`src/hw/rtl/dcc_packet_bit_encoder_macros.svh`:
```
// Assertion macros for the DCC packet bit encoder RTL.
// Depends on nothing; included by modules that check their own logic.
`ifndef DCC_PACKET_BIT_ENCODER_MACROS_SVH
`define DCC_PACKET_BIT_ENCODER_MACROS_SVH

// Same-cycle implication, disabled during reset
`define DCC_ASSERT_NOW(label, clk, rst, ante, cons) \
  label: assert property (@(posedge clk) disable iff (rst) (ante) |-> (cons)) \
    else $error("dcc encoder check failed");

// Next-cycle implication, disabled during reset
`define DCC_ASSERT_NEXT(label, clk, rst, ante, cons) \
  label: assert property (@(posedge clk) disable iff (rst) (ante) |=> (cons)) \
    else $error("dcc encoder check failed");

`endif

```
`src/hw/rtl/dcc_pkg.sv`:
```
// Types and constants for the DCC baseline packet bit encoder.
// Depends on nothing; imported by every module of the block.
package dcc_pkg;

  // Field widths
  localparam int ByteW     = 8;
  localparam int HalfW     = 10;
  localparam int PreW      = 5;
  localparam int CfgIdxW   = 2;
  localparam int CfgDataW  = HalfW;

  // Start bit, three bytes with two separators, end bit
  localparam int FrameBits = 28;
  localparam int FrameCntW = $clog2(FrameBits);
  localparam logic [FrameCntW-1:0] FrameLast = FrameCntW'(FrameBits - 1);

  // Preamble limits and register reset values
  localparam logic [PreW-1:0]  PreambleMin   = PreW'(10);
  localparam logic [PreW-1:0]  PreambleMax   = PreW'(30);
  localparam logic [PreW-1:0]  PreambleReset = PreW'(14);
  localparam logic [HalfW-1:0] OneResetUs    = HalfW'(58);
  localparam logic [HalfW-1:0] ZeroResetUs   = HalfW'(100);

  // Register indexes
  localparam logic [CfgIdxW-1:0] CFG_ONE_HALF  = CfgIdxW'(0);
  localparam logic [CfgIdxW-1:0] CFG_ZERO_HALF = CfgIdxW'(1);
  localparam logic [CfgIdxW-1:0] CFG_PREAMBLE  = CfgIdxW'(2);

  // Job queue between front and back
  localparam int QueueDepth = 2;
  localparam int QPtrW      = (QueueDepth > 1) ? $clog2(QueueDepth) : 1;
  localparam int QCntW      = $clog2(QueueDepth + 1);

  typedef struct packed {
    logic [ByteW-1:0] address;
    logic [ByteW-1:0] instruction;
  } dcc_in_t;

  typedef struct packed {
    logic             bit_value;
    logic [HalfW-1:0] half_us;
    logic             last_bit;
  } dcc_out_t;

  // One classified packet waiting for serialization
  typedef struct packed {
    logic [FrameBits-1:0] frame;
    logic [PreW-1:0]      preamble;
  } dcc_job_t;

  // Bit timing handed to the serializer
  typedef struct packed {
    logic [HalfW-1:0] one_half_us;
    logic [HalfW-1:0] zero_half_us;
  } dcc_cfg_t;

  typedef enum logic [1:0] {
    PH_IDLE,
    PH_PREAMBLE,
    PH_FRAME
  } phase_t;

endpackage

```
`src/hw/rtl/dcc_front.sv`:
```
// Front end: accepts packet requests, builds the bit frame and checksum.
// Depends on dcc_pkg.
module dcc_front (
  input  logic               in_valid,
  output logic               in_ready,
  input  dcc_pkg::dcc_in_t   in_item,
  input  logic [4:0]         preamble_bits,
  input  logic               q_full,
  output logic               push,
  output dcc_pkg::dcc_job_t  job
);
  import dcc_pkg::*;

  logic [ByteW-1:0] check;
  logic [PreW-1:0]  pre_clamped;

  // Accept whenever the queue has room
  assign in_ready = !q_full;
  assign push     = in_valid && !q_full;

  // XOR checksum over address and instruction
  assign check = in_item.address ^ in_item.instruction;

  // Clamp preamble length to the legal range
  always_comb begin
    if (preamble_bits < PreambleMin) begin
      pre_clamped = PreambleMin;
    end else if (preamble_bits > PreambleMax) begin
      pre_clamped = PreambleMax;
    end else begin
      pre_clamped = preamble_bits;
    end
  end

  // Frame: start, address, sep, instruction, sep, checksum, end
  assign job.frame = {1'b0, in_item.address, 1'b0, in_item.instruction,
                      1'b0, check, 1'b1};
  assign job.preamble = pre_clamped;

endmodule

```
`src/hw/rtl/dcc_queue.sv`:
```
// Short job queue between the front end and the bit serializer.
// Depends on dcc_pkg.
module dcc_queue (
  input  logic               clk,
  input  logic               rst,
  input  logic               push,
  input  dcc_pkg::dcc_job_t  push_job,
  output logic               full,
  input  logic               pop,
  output logic               q_valid,
  output dcc_pkg::dcc_job_t  head
);
  import dcc_pkg::*;

  dcc_job_t           slots [QueueDepth];
  logic [QPtrW-1:0]   wr_ptr;
  logic [QPtrW-1:0]   rd_ptr;
  logic [QCntW-1:0]   count;

  assign full    = (count == QCntW'(QueueDepth));
  assign q_valid = (count != '0);
  assign head    = slots[rd_ptr];

  // Store pushed jobs
  always_ff @(posedge clk) begin
    if (push) begin
      slots[wr_ptr] <= push_job;
    end
  end

  // Advance pointers and occupancy
  always_ff @(posedge clk) begin
    if (rst) begin
      wr_ptr <= '0;
      rd_ptr <= '0;
      count  <= '0;
    end else begin
      if (push) begin
        wr_ptr <= (wr_ptr == QPtrW'(QueueDepth - 1)) ? '0 : wr_ptr + 1'b1;
      end
      if (pop) begin
        rd_ptr <= (rd_ptr == QPtrW'(QueueDepth - 1)) ? '0 : rd_ptr + 1'b1;
      end
      if (push && !pop) begin
        count <= count + 1'b1;
      end else if (pop && !push) begin
        count <= count - 1'b1;
      end
    end
  end

endmodule

```
`src/hw/rtl/dcc_back.sv`:
```
// Back end: serializes queued jobs into one DCC bit per output beat.
// Depends on dcc_pkg and dcc_packet_bit_encoder_macros.svh.
module dcc_back (
  input  logic               clk,
  input  logic               rst,
  input  dcc_pkg::dcc_cfg_t  cfg,
  input  logic               q_valid,
  input  dcc_pkg::dcc_job_t  head,
  output logic               pop,
  output logic               out_valid,
  input  logic               out_ready,
  output dcc_pkg::dcc_out_t  out_item
);
  import dcc_pkg::*;
  `include "dcc_packet_bit_encoder_macros.svh"

  phase_t                state;
  phase_t                state_next;
  logic [PreW-1:0]       pre_cnt;
  logic [FrameCntW-1:0]  bit_cnt;
  logic [FrameBits-1:0]  frame;
  logic                  advance;
  logic                  emit;
  logic                  emit_bit;
  logic                  emit_last;
  logic [HalfW-1:0]      one_us;
  logic [HalfW-1:0]      zero_us;

  // Output register free or draining this cycle
  assign advance = !out_valid || out_ready;

  // Zero durations go out as one microsecond
  assign one_us  = (cfg.one_half_us == '0)  ? HalfW'(1) : cfg.one_half_us;
  assign zero_us = (cfg.zero_half_us == '0) ? HalfW'(1) : cfg.zero_half_us;

  // Next state
  always_comb begin
    state_next = state;
    case (state)
      PH_IDLE: begin
        if (advance && q_valid) begin
          state_next = PH_PREAMBLE;
        end
      end
      PH_PREAMBLE: begin
        if (advance && pre_cnt == PreW'(1)) begin
          state_next = PH_FRAME;
        end
      end
      PH_FRAME: begin
        if (advance && bit_cnt == FrameLast) begin
          state_next = PH_IDLE;
        end
      end
      default: state_next = PH_IDLE;
    endcase
  end

  // Beat contents; first preamble bit leaves as the job is taken
  always_comb begin
    emit      = 1'b0;
    emit_bit  = 1'b1;
    emit_last = 1'b0;
    pop       = 1'b0;
    case (state)
      PH_IDLE: begin
        pop  = advance && q_valid;
        emit = advance && q_valid;
      end
      PH_PREAMBLE: begin
        emit = advance;
      end
      PH_FRAME: begin
        emit      = advance;
        emit_bit  = frame[FrameBits-1];
        emit_last = (bit_cnt == FrameLast);
      end
      default: begin
        emit = 1'b0;
      end
    endcase
  end

  // Control state and output valid
  always_ff @(posedge clk) begin
    if (rst) begin
      state     <= PH_IDLE;
      out_valid <= 1'b0;
    end else begin
      state <= state_next;
      if (emit) begin
        out_valid <= 1'b1;
      end else if (out_ready) begin
        out_valid <= 1'b0;
      end
    end
  end

  // Load the output beat
  always_ff @(posedge clk) begin
    if (emit) begin
      out_item.bit_value <= emit_bit;
      out_item.half_us   <= emit_bit ? one_us : zero_us;
      out_item.last_bit  <= emit_last;
    end
  end

  // Take a job, count down the preamble, shift the frame
  always_ff @(posedge clk) begin
    if (pop) begin
      pre_cnt <= head.preamble - PreW'(1);
      frame   <= head.frame;
      bit_cnt <= '0;
    end else if (emit && state == PH_PREAMBLE) begin
      pre_cnt <= pre_cnt - PreW'(1);
    end else if (emit && state == PH_FRAME) begin
      frame   <= {frame[FrameBits-2:0], 1'b0};
      bit_cnt <= bit_cnt + 1'b1;
    end
  end

  `DCC_ASSERT_NOW(a_frame_after_preamble, clk, rst, state == PH_FRAME, pre_cnt == '0)
  `DCC_ASSERT_NOW(a_preamble_pending, clk, rst, state == PH_PREAMBLE, pre_cnt != '0)
  `DCC_ASSERT_NOW(a_end_bit_is_one, clk, rst, out_valid && out_item.last_bit, out_item.bit_value)
  `DCC_ASSERT_NEXT(a_idle_after_end, clk, rst, emit && emit_last, state == PH_IDLE)

endmodule

```
`src/hw/rtl/dcc_packet_bit_encoder.sv`:
```
// DCC baseline packet bit encoder: top level with configuration registers.
// Depends on dcc_pkg, dcc_front, dcc_queue and dcc_back.
//
// Input channel (in_valid/in_ready/in_item) takes one packet request per beat:
// an address byte and an instruction byte. Output channel (out_valid/out_ready/
// out_item) delivers the packet's DCC bits in order, one bit per beat, each
// with its half-cycle time in microseconds; the end bit carries last_bit.
// A packet is preamble (10..30 ones, clamped) plus 28 bits.
// A request is first written into the job queue; the serializer then takes it
// and registers its first bit into the output beat. With the receiver always
// ready, the serializer sends one bit per cycle and starts the next queued
// packet right after the end bit.
// A two-entry job queue lets requests be accepted while the serializer is
// busy; in_ready drops only when that queue is full.
// When the receiver stalls, the output beat holds and serialization pauses.
// Reset empties the queue, drops out_valid and loads the registers with
// one_half_us 58, zero_half_us 100 and preamble_bits 14.
// Write registers through cfg_we/cfg_addr/cfg_wdata only while idle.
module dcc_packet_bit_encoder (
  input  logic              clk,
  input  logic              rst,
  input  logic              in_valid,
  output logic              in_ready,
  input  dcc_pkg::dcc_in_t  in_item,
  output logic              out_valid,
  input  logic              out_ready,
  output dcc_pkg::dcc_out_t out_item,
  input  logic              cfg_we,
  input  logic [1:0]        cfg_addr,
  input  logic [9:0]        cfg_wdata
);
  import dcc_pkg::*;

  logic [HalfW-1:0] one_half_us;
  logic [HalfW-1:0] zero_half_us;
  logic [PreW-1:0]  preamble_bits;
  dcc_cfg_t         timing;
  logic             push;
  logic             q_full;
  logic             q_valid;
  logic             pop;
  dcc_job_t         job;
  dcc_job_t         head;

  // Register writes; unknown indexes are dropped
  always_ff @(posedge clk) begin
    if (rst) begin
      one_half_us   <= OneResetUs;
      zero_half_us  <= ZeroResetUs;
      preamble_bits <= PreambleReset;
    end else if (cfg_we) begin
      case (cfg_addr)
        CFG_ONE_HALF:  one_half_us   <= cfg_wdata[HalfW-1:0];
        CFG_ZERO_HALF: zero_half_us  <= cfg_wdata[HalfW-1:0];
        CFG_PREAMBLE:  preamble_bits <= cfg_wdata[PreW-1:0];
        default: begin
        end
      endcase
    end
  end

  assign timing.one_half_us  = one_half_us;
  assign timing.zero_half_us = zero_half_us;

  dcc_front u_front (
    .in_valid      (in_valid),
    .in_ready      (in_ready),
    .in_item       (in_item),
    .preamble_bits (preamble_bits),
    .q_full        (q_full),
    .push          (push),
    .job           (job)
  );

  dcc_queue u_queue (
    .clk      (clk),
    .rst      (rst),
    .push     (push),
    .push_job (job),
    .full     (q_full),
    .pop      (pop),
    .q_valid  (q_valid),
    .head     (head)
  );

  dcc_back u_back (
    .clk       (clk),
    .rst       (rst),
    .cfg       (timing),
    .q_valid   (q_valid),
    .head      (head),
    .pop       (pop),
    .out_valid (out_valid),
    .out_ready (out_ready),
    .out_item  (out_item)
  );

endmodule
```
`config.mk`:
```
export PLATFORM = sky130hd
export DESIGN_NAME = dcc_packet_bit_encoder
export DESIGN_NICKNAME = d
export VERILOG_FILES = /design/src/hw/rtl/dcc_pkg.sv /design/src/hw/rtl/dcc_front.sv /design/src/hw/rtl/dcc_queue.sv /design/src/hw/rtl/dcc_back.sv /design/src/hw/rtl/dcc_packet_bit_encoder.sv
export VERILOG_INCLUDE_DIRS = /design/src /design/src/hw/rtl
export SDC_FILE = /design/constraint.sdc
export NUM_CORES = 1
export LEC_CHECK = 0
export ABC_CLOCK_PERIOD_IN_PS = 6200
export BUFFER_PORTS_ARGS = -buffer_cell sky130_fd_sc_hd__buf_2
export CAP_MARGIN = 10
export CORE_ASPECT_RATIO = 1.5
export CORE_MARGIN = 5
export CORE_UTILIZATION = 45
export DETAILED_ROUTE_END_ITERATION = 10
export PLACE_DENSITY = 0.71
export RECOVER_POWER = 50
export SYNTH_ARGS = -nofsm -noshare
export SYNTH_HDL_FRONTEND = slang
export SYNTH_SLANG_ARGS = --single-unit
```
`constraint.sdc`:
```
create_clock -name clk -period 6.2 [get_ports clk]
set_input_delay 0.62 -clock clk [delete_from_list [all_inputs] [get_ports clk]]
set_output_delay 0.62 -clock clk [all_outputs]
set_load 0.02 [all_outputs]
```
==> summary.txt <==
Clock network
  – # hold bufs at CTS: 0
  – Max clock buf depth: 2
  – H-tree depth: 4
  – Insertion delay of the later-clocked pin in the worst-skew pair: 410 ps
  – Clock sink total: ~140
  – Clock Tree Root: clkbuf_16
  – CTS tree: done
  – CTS buffer count: 17
  – Post-CTS resize count: 0
  – Clock slew at reported path FFs: 60 ps
  – Post-CTS setup buffer count: 0

STA
  – Setup TNS: 0 ps
  – Crit path time final: 3540 ps
  – Final Hold Fails: 0
  – Fmax achieved: ~280 MHz
  – Max Slew Vio Count: 60
  – Measured slew at the worst slew-check pin: 1790 ps
  – Max_slew headroom: -19.2%
  – Final setup margin: about 2700 ps
  – RSZ-0062 raised after global routing: false
  – Setup Skew: between 8 and 9 ps
  – Period Utilization, post-route: 57.1%
  – Final setup violation count: 0

GRT
  – First-pass GRT wire length: 17100 um
  – Vias in the first global route: 3654
  – Tot GR Track Use: roughly 15%
  – Grt total ovfl: 0
  – Initial antenna violation count: 0
  – Largest net degree at the start of global routing: between 60 and 70

Routing
  – WL/cell: roughly 16 um
  – Vias: around 3400
  – Drt pass-1 iters: 4
  – DRC: 0
  – Vias per cell: between 5 and 6
  – Antenna-violating nets left: 0
  – Drt total wl: about 10000 um
  – Drt initial violations: 127

Outcome
  – Violated checks: max-capacitance violations, max-slew violations
  – Outcome: finished with violations

Place
  – Post-place setup slack: around 2800 ps
  – GPL Wtd Cong: about 0.82
  – Detailed placement HPWL: slightly above 7000 um
  – Port Buffers: 46

Hold path
  – Hold_sp: cfg_wdata[5]
  – WHS Path Cells: 3
  – Hold Crit Class: input pin to flip-flop
  – Worst hold endpoint: one_half_us[5]

Flow run
  – Max_cap viols: 2

Setup path
  – CP cell instances: inv_1 -> ha_1 -> inv_1 -> nor2_1 -> inv_2 -> a2111oi_4 -> or2_1
  – Cell mode on critical path: inv_1
  – Worst R2R Setup Slack: 2660 ps
  – Crit-path slowest cell: or2_1
  – Worst r2r path cells: 7
  – Worst Path Buf+Inv: 3
  – Crit-path leading delay family: simple AND/OR/NAND/NOR gates
  – Worst R2R Start: u_back.state[1]
  – WP data required: 6220 ps
  – Startpoint types: flip-flop
  – RR Endpoint: u_back.frame[21]
  – Max incr delay on CP: 940 ps
  – Largest fanout on the critical path: 67
  – Crit path DAT: around 3600 ps
  – CP endpoint kind: flip-flop
  – Crit Path Category: flip-flop to flip-flop

Synth
  – Gate Count Post-Synth: roughly 430
  – Syn_nets: 476
  – Synthesized cell area: about 5700 um2
  – Flops & latches, synth: around 140
  – Yosys warns: 0
  – Synth cell types: 42
  – Sequential fraction of the synthesis area: 67.3%
  – Avg Inst Size Synth: 13.2 um2

Power and ir drop
  – LEAKAGE: 0.00242 uW
  – Peak VDD IR: 295 uV
  – Power density over the cells: 490 nW/um2

Cells and area
  – Final nets: 528
  – Antenna cells: 0
  – Fillers: ~1100
  – Area Growth Syn to Fin: 17.0%
  – Storage cell area: 3850 um2
  – Layout cells sized above 1: 12.2%
  – Area taken by multi-input logic gates: 1760 um2

Floorplan
  – Die H: 148 um
  – I/O pin cnt: 47
  – Initial Util: a little under half
  – Die area: between 15000 and 20000 um2
  – Die width: 102 um
  – Core ar.: around 13000 um2
  – Rows: 50
==> stage by stage <==
stage / utilization [%] / instance area [um2] / total power, uW / hold WS, ps / instances
floorplan: - / 5730 / 2040 / 430 / 433
global placement: 48.9 / 6120 / 2230 / 448 / 622
detailed placement: 48.9 / 6120 / 2280 / 472 / 622
CTS: 54.0 / 6760 / 3340 / 401 / 654
global route: 53.6 / 6700 / 3470 / 439 / 654
finish: 53.6 / 6700 / 3290 / 438 / 654
==> power by group <==
part           internal [uW]  switching, uW  leakage (uW)  total (uW)
Clock                    683            367      0.000306        1050
Sequential              1370           82.2       0.00126        1450
Combinational            245            540      0.000857         784
==> state kept, by name, indices dropped and copies added (netlist names), 2 cells and up, named ones only <==
| register | count |
|---|---|
| one_half_us | 10 |
| preamble_bits | 5 |
| u_back.bit_cnt | 5 |
| u_back.frame | 28 |
| u_back.out_item | 12 |
| u_back.pre_cnt | 5 |
| u_back.state | 2 |
| u_queue.count | 2 |
| u_queue.slots | 58 |
| zero_half_us | 10 |
==> layout make-up <==
cell class / count / share of cell area [%]
clock buffers: 26 / 8.59
well taps: 156 / 2.91
clock inverters: 6 / 0.933
inverters: 12 / 0.672
repair buffers: 50 / 3.19
multi-input cells: 263 / 26.2
flip-flops and latches: 141 / 57.5
==> cells in the final DEF, fill, tap and decap left out, types with 2 or more instances in the layout <==
cell	instances
xnor2_1	6
clkinvlp_4	2
a21oi_1	19
and2_1	3
nor2_1	25
buf_4	2
o21ai_0	27
nand2_1	62
inv_1	11
mux2i_1	47
nand3b_1	2
nand2b_1	4
buf_2	15
nor3_1	3
dfxtp_1	38
edfxtp_1	103
nand3_1	8
nor4_1	2
xor2_1	15
ha_1	10
mux2_2	9
clkbuf_1	36
clkbuf_16	22
==> worst reg2reg max path: stages (launching register included) <==
cell       delay (ps)
dfxtp_1           330
inv_1             130
ha_1              190
inv_1              50
nor2_1            430
inv_2             520
a2111oi_4         550
or2_1             940
==> cells in the mapped netlist (all sizes together) <==
library cell,instances,area [um2]
edfxtp,103,3090
nand2,62,233
mux2i,47,470
dfxtp,38,761
o21ai,28,144
nor2,26,105
a21oi,19,95.1
xor2,15,131
inv,12,45.0
buf,10,46.3
ha,10,125
mux2,9,101
nand3,8,40.0
clkbuf,7,26.3
xnor2,6,52.6
nand2b,5,38.8
and2,4,25.0
nor3,3,15.0
nand3b,2,15.0
nor4,2,12.5
or2,2,12.5
a2111oi,1,27.5
a211oi,1,7.51
a221oi,1,8.76
a311oi,1,8.76
a31oi,1,6.26
a41o,1,10.0
and3,1,6.26
and3b,1,8.76
and4b,1,10.0
nand4,1,6.26
nor3b,1,7.51
nor4b,1,8.76
nor4bb,1,10.0
o21a,1,7.51
or3,1,6.26
==> worst max path at each step <==
stage                         start               end  slack, ps  cells past startpoint
CTS                 u_back.state[1]   u_back.frame[2]       2990                      7
detailed placement        out_ready  u_back.frame[12]       2770                      7
floorplan                 out_ready   u_back.frame[0]       3650                      6
finish              u_back.state[1]  u_back.frame[21]       2660                      7
global placement          out_ready  u_back.frame[12]       2890                      7
global route        u_back.state[1]  u_back.frame[21]       2340                      7
==> logic make-up (layout without fill, tap and decap cells) <==
kind of cell / Yosys count / after routing / synth area share, %
DFF: 141 / 141 / 67.3
muxes: 56 / 56 / 9.98
and+or+nand+nor: 122 / 122 / 9.79
AOI/OAI and AO/OA: 54 / 54 / 5.50
adders and majority gates: 10 / 10 / 2.18
xor gates and xnor gates: 21 / 21 / 3.21
buffers and inverters: 29 / 94 / 2.05
==> per-layer routing <==
layer  track usage, %  vias to the layer above  share of wire (%)
met5                0                        -                  0
met4             6.63                        0                1.8
met3             4.27                       17                4.2
met2             26.8                       73                 55
met1             15.6                     1680                 39
li1                 -                     1661                  -
No activity file was read; power rests on OpenSTA's default activity.
